--- src/hdl/ddm_pkg.sv ---
// package for the decimal digit multiplier: transfer types, constants and
// the shift-and-adjust helper used by every conversion cell
// depends on nothing
package ddm_pkg;

   localparam int OPERAND_BITS_DEF = 32;
   localparam int DIGITS           = 20;
   localparam int DIGITS_PER_WORD  = 10;
   localparam int DIGIT_BITS       = 4;
   localparam int BCD_BITS         = DIGITS * DIGIT_BITS;
   localparam int WORD_BITS        = DIGITS_PER_WORD * DIGIT_BITS;
   localparam int COUNT_BITS       = 5;
   localparam int BITS_PER_CELL    = 4;

   typedef struct packed {
      logic [31:0] multiplicand;
      logic [31:0] multiplier;
   } req_type;

   typedef struct packed {
      logic [WORD_BITS-1:0]  product_low_digits;
      logic [WORD_BITS-1:0]  product_high_digits;
      logic [COUNT_BITS-1:0] digit_count;
   } rsp_type;

   // one double-dabble step: add three to every digit of five or more,
   // then shift left by one bit taking in the next binary bit
   function automatic logic [BCD_BITS-1:0] dabble_step(input logic [BCD_BITS-1:0] bcd,
                                                       input logic bin_bit);
      logic [BCD_BITS-1:0]   adj;
      logic [DIGIT_BITS-1:0] dig;
      adj = bcd;
      for (int d = 0; d < DIGITS; d++) begin
         dig = bcd[d*DIGIT_BITS +: DIGIT_BITS];
         if (dig >= 4'd5) begin
            adj[d*DIGIT_BITS +: DIGIT_BITS] = dig + 4'd3;
         end
      end
      return {adj[BCD_BITS-2:0], bin_bit};
   endfunction

endpackage

--- src/hdl/ddm_cell.sv ---
// one conversion cell: takes BITS_PER_CELL binary bits into the bcd digits
// and hands the result to the next cell
// depends on ddm_pkg
module ddm_cell
   import ddm_pkg::*;
#(
   parameter int BIN_BITS = 64
) (
   input  logic                clock,
   input  logic                reset,
   input  logic                take,
   input  logic                in_valid,
   input  logic [BCD_BITS-1:0] in_bcd,
   input  logic [BIN_BITS-1:0] in_bin,
   output logic                out_valid,
   output logic [BCD_BITS-1:0] out_bcd,
   output logic [BIN_BITS-1:0] out_bin
);

   logic                valid_ff;
   logic [BCD_BITS-1:0] bcd_ff, bcd_in;
   logic [BIN_BITS-1:0] bin_ff, bin_in;

   // four dependent shift-and-adjust steps
   always_comb begin
      bcd_in = in_bcd;
      bin_in = in_bin;
      for (int s = 0; s < BITS_PER_CELL; s++) begin
         bcd_in = dabble_step(bcd_in, bin_in[BIN_BITS-1]);
         bin_in = {bin_in[BIN_BITS-2:0], 1'b0};
      end
   end

   // valid bit
   always_ff @(posedge clock) begin
      if (reset) begin
         valid_ff <= 1'b0;
      end else if (take) begin
         valid_ff <= in_valid;
      end
   end

   // payload
   always_ff @(posedge clock) begin
      if (take) begin
         bcd_ff <= bcd_in;
         bin_ff <= bin_in;
      end
   end

   assign out_valid = valid_ff;
   assign out_bcd   = bcd_ff;
   assign out_bin   = bin_ff;

endmodule

--- config.mk ---
export PLATFORM = sky130hd
export DESIGN_NAME = ddm_cell
export DESIGN_NICKNAME = d
export VERILOG_FILES = /design/src/hdl/ddm_pkg.sv /design/src/hdl/ddm_cell.sv
export SDC_FILE = /design/constraint.sdc
export NUM_CORES = 1
export LEC_CHECK = 0
export BUFFER_PORTS_ARGS = -buffer_cell sky130_fd_sc_hd__buf_2
export CAP_MARGIN = 30
export CORE_MARGIN = 1.5
export CORE_UTILIZATION = 58
export CTS_BUF_LIST = sky130_fd_sc_hd__clkbuf_2 sky130_fd_sc_hd__clkbuf_4 sky130_fd_sc_hd__clkbuf_8
export CTS_CLUSTER_DIAMETER = 120
export DETAILED_ROUTE_END_ITERATION = 10
export GPL_TIMING_DRIVEN = 0
export PLACE_DENSITY_LB_ADDON = 0.05
export SYNTH_ARGS = -nofsm -noshare
export SYNTH_HDL_FRONTEND = slang
export SYNTH_SLANG_ARGS = --single-unit
export TNS_END_PERCENT = 5
--- constraint.sdc ---
create_clock -name clock -period 4.4 [get_ports clock]
set_clock_uncertainty 0.15 [all_clocks]
set_input_delay 0.22 -clock clock [delete_from_list [all_inputs] [get_ports clock]]
set_output_delay 0.22 -clock clock [all_outputs]
set_load 0.01 [all_outputs]
==> summary.md <==
| Metric | Value |
|---|---|
| DR vias | 13.9k |
| Routed Antenna Nets | 0 |
| Nets | 2195 |
| TritonCTS clock tree | built |
| Switching Fraction | 43.3% |
| Num CTS Buffers | 17 |
| Leakage power | 6.79 nW |
| GP Congestion | 0.943 |
| Logic pwr share | 51.6% |
| Unrepaired setup endpoints after global routing | no |
| Worst VDD drop | 0.190 mV |
| FP Rows | 56 |
| WP buf/inv | 3 |
| Vias in the first global route | 12.5k |
| Worst Path Required | 4.47 ns |
| IO Count | 293 |
| Synthesized flop and latch total | 141 |
| Fin crit period | 4.07 ns |
| Number of unique standard cell types used by synthesis | 109 |
| Worst r2r dst | out_valid |
| Share of cells above drive strength 1 | 22.7% |
| Post CTS Setup Buffer Count | 0 |
| Highest clock rate | 246 MHz |
| Final worst slack | 0.334 ns |
| Critical Path Start Type | input pin |
| Setup slack, reg-to-reg | 3.06 ns |
| Status | complete, no violations |
| DRT iter0 DRCs | 1017 |
| GRT overflow | 0 |
| TritonRoute pass-1 iters | 5 |
| CP cell instances | buf_2, inv_1, ha_1, nand2b_1, a21oi_2, mux2i_1, a21oi_1, o22ai_1, inv_1, ha_1, maj3_1, a221oi_1, nand2_1, a2111oi_0, nor2_1 |
| Setup crit end | out_bcd[24] |
| Slowest stage delay, CP | 0.54 ns |
| Die ar. | 24700 um2 |
| Synth-to-Final Area Change | 21.4% |
| Pwr/cell area | 381 nW/um2 |
| Fin. Hold Viols | 0 |
| Sw power | 2.76 mW |
| Data arrival, critical path | 4.14 ns |
| Worst-margin pin slew | 0.835 ns |
| Root Buffer Master | clkbuf_8 |
| Clock buffer depth | 2 |
| Hold Path Stages | 1 |
| Maxcap violations | 0 |
| FF-to-FF path depth | 3 |
| Routed wire per std cell | 16.1 um |
| Slew Viols, Final | 0 |
| Hold WC Path Type | in -> reg |
| Initial Util | 58.8% |
| Post-DR vias/cell | 5.99 |
| Die height | 157 um |
| First-pass GRT wire length | 58.8 mm |
| Internal | 3.60 mW |
| Worst Setup SP | in_bcd[21] |
| FFs w/ async S/R, synth | 0% |
| FF-to-FF Start | out_valid |
| Largest net degree at the start of global routing | 74 |
| Floorplan Core Area | 23400 um2 |
| Critical path endpoint category | flop |
| Avg Synthesized Cell Area | 8.53 um2 |
| GRT Util Overall | 29.3% |
| Utilization after layout | 71.4% |
| CP Class | in -> reg |
| Htree depth | 4 |
| Flop pwr share | 30.6% |
| Post-Syn Instances | 1614 |
| CP Max Fanout | 8 |
| Initial antenna violation count | 7 |
| Clock share of power | 17.8% |
| Most used DFF post-synth | edfxtp_1 |
| Sequential fraction of the synthesis area | 30.7% |
| Cell Area, Synth | 13800 um2 |
| Die width | 157 um |
| Relative slew slack | 44.1% |
| Clk sink count | 141 |
| Number of synthesized flops with an enable pin | 140 |
| DRC | 0 |
| Port Buf Inserts | 285 |
| Synth warnings | 0 |
| DP HPWL | 26.9 mm |
| Crit path depth | 15 |
| WL final | 37.5 mm |
| Worst skew pair latency | 0.48 ns |
| Fin Hold WS | 0.140 ns |
| Final setup violation count | 0 |
| Place WS | -0.130 ns |
| Period utilisation layout | 92.4% |
| Layout fillers | 1856 |
| Worst path slowest cell | a221oi_1 |
| Clk slew on worst S/H paths | 0.11 ns |
| Critical path's top delay family | compound AO/OA/AOI/OAI gates |
metrics by stage:
step / cell area, um2 / power [mW] / setup TNS (ns) / cells
after floorplan: 13800 / 4.26 / 0 / 1617
after global placement: 15600 / 5.06 / -0.128 / 2221
after detailed placement: 15600 / 5.14 / -0.219 / 2222
after CTS: 16700 / 6.32 / 0 / 2317
after global routing: 16700 / 6.80 / 0 / 2322
final: 16700 / 6.36 / 0 / 2324
logic make-up after synthesis:
| group | share of synthesized area, % |
|---|---|
| AO/OA/AOI/OAI | 29.0 |
| AND/OR/NAND/NOR | 17.3 |
| flip-flops | 30.7 |
| buffers and inverters | 4.05 |
| multiplexers | 7.00 |
| XOR/XNOR | 5.60 |
| adder cells (fa/ha/maj) | 6.36 |
| other | 0.0273 |
sequential cells by signal, indices dropped and copies added, names as in the netlist:
name,count
out_bin,60
out_bcd,80
out_valid,1
Yosys cell counts (all sizes together) (5+ instances only):
master,n,area [um2]
buf,18,104
edfxtp,140,4200
nand2,143,539
o22ai,18,119
nor3,38,201
maj3,10,100
a32oi,5,43.8
a21boi,13,113
nor2,165,622
o21a,16,120
a22oi,7,52.6
nand2b,46,290
a21o,20,150
a221oi,12,129
clkbuf,27,101
a31oi,31,200
a22o,9,78.8
ha,62,776
o32ai,6,52.6
nor3b,18,140
and3,6,37.5
xnor2,66,676
mux2i,49,505
o211ai,27,203
xor2,10,95.1
nand3,34,170
a2bb2oi,5,56.3
inv,89,334
o311ai,9,86.3
o221ai,6,52.6
a2111oi,10,120
o41ai,6,52.6
and2,13,81.3
mux2,40,458
o31ai,8,60.1
a211oi,26,200
a21oi,160,917
nor4,8,62.6
nor2b,15,93.8
o21ai,158,806
metal layers:
| metal | global-route usage [%] | part of all wire, % |
|---|---|---|
| met4 | 13.2 | 3.4 |
| met5 | 0 | 0.035 |
| met3 | 5.86 | 7.4 |
| met1 | 35.0 | 41 |
| met2 | 50.9 | 49 |
timing repair:
action | 4_1_cts | 5_1_grt
hold buffers | 63 | 0
gates resized for setup | 0 | 2
endpoints found under the hold margin | 62 | 0
endpoints found under the setup margin | 0 | 1
placed cells by master, fill, tap and decap left out, drive strengths merged, types with 13 or more instances in the layout:
cell	Yosys	final
clkbuf	27	44
a21o	20	20
nor3b	18	18
mux2	40	40
dlygate4sd3	0	63
a31oi	31	31
a21oi	160	160
o21a	16	16
xnor2	66	66
nand2	143	143
o21ai	158	158
o22ai	18	18
nand2b	46	46
buf	18	304
a211oi	26	26
and2	13	13
edfxtp	140	140
nor2	165	165
ha	62	62
inv	89	96
nor3	38	38
a21boi	13	13
mux2i	49	49
o211ai	27	27
nor2b	15	15
nand3	34	34
worst reg2reg max path, cell delays in order (launching register included):
cell,delay [ns]
dfxtp_1,0.34
mux2i_1,0.15
nor2_1,0.05
dlygate4sd3_1,0.55
power groups by stage:
stage	clock, mW	combinational (mW)	sequential, mW
after floorplan	0	2.15	2.12
after global placement	0	3.09	1.98
after detailed placement	0	3.16	1.97
after CTS	1.15	3.23	1.95
after global routing	1.19	3.63	1.97
final	1.13	3.28	1.95
area by class of cell:
type	instances	area (um2)	share of cell area, %
antenna	7	17.5	0.105
buffer	45	206	1.24
clock inverter	15	189	1.13
sequential	141	4220	25.3
inverter	93	352	2.10
multi-input combinational	1338	8990	53.8
timing repair buffer	349	2090	12.5
clock buffer	17	234	1.40
tap	319	399	2.39
how the worst min path moves through the flow:
stage	startpoint	endpoint	slack, ns
2_1_floorplan	reset	out_valid	0.14
4_1_cts	take	out_bcd[31]	0.12
6_report	take	out_bin[57]	0.14
3_5_place_dp	reset	out_valid	0.24
3_3_place_gp	reset	out_valid	0.23
5_1_grt	take	out_bin[45]	0.14
No activity file was read; power rests on OpenSTA's default activity.
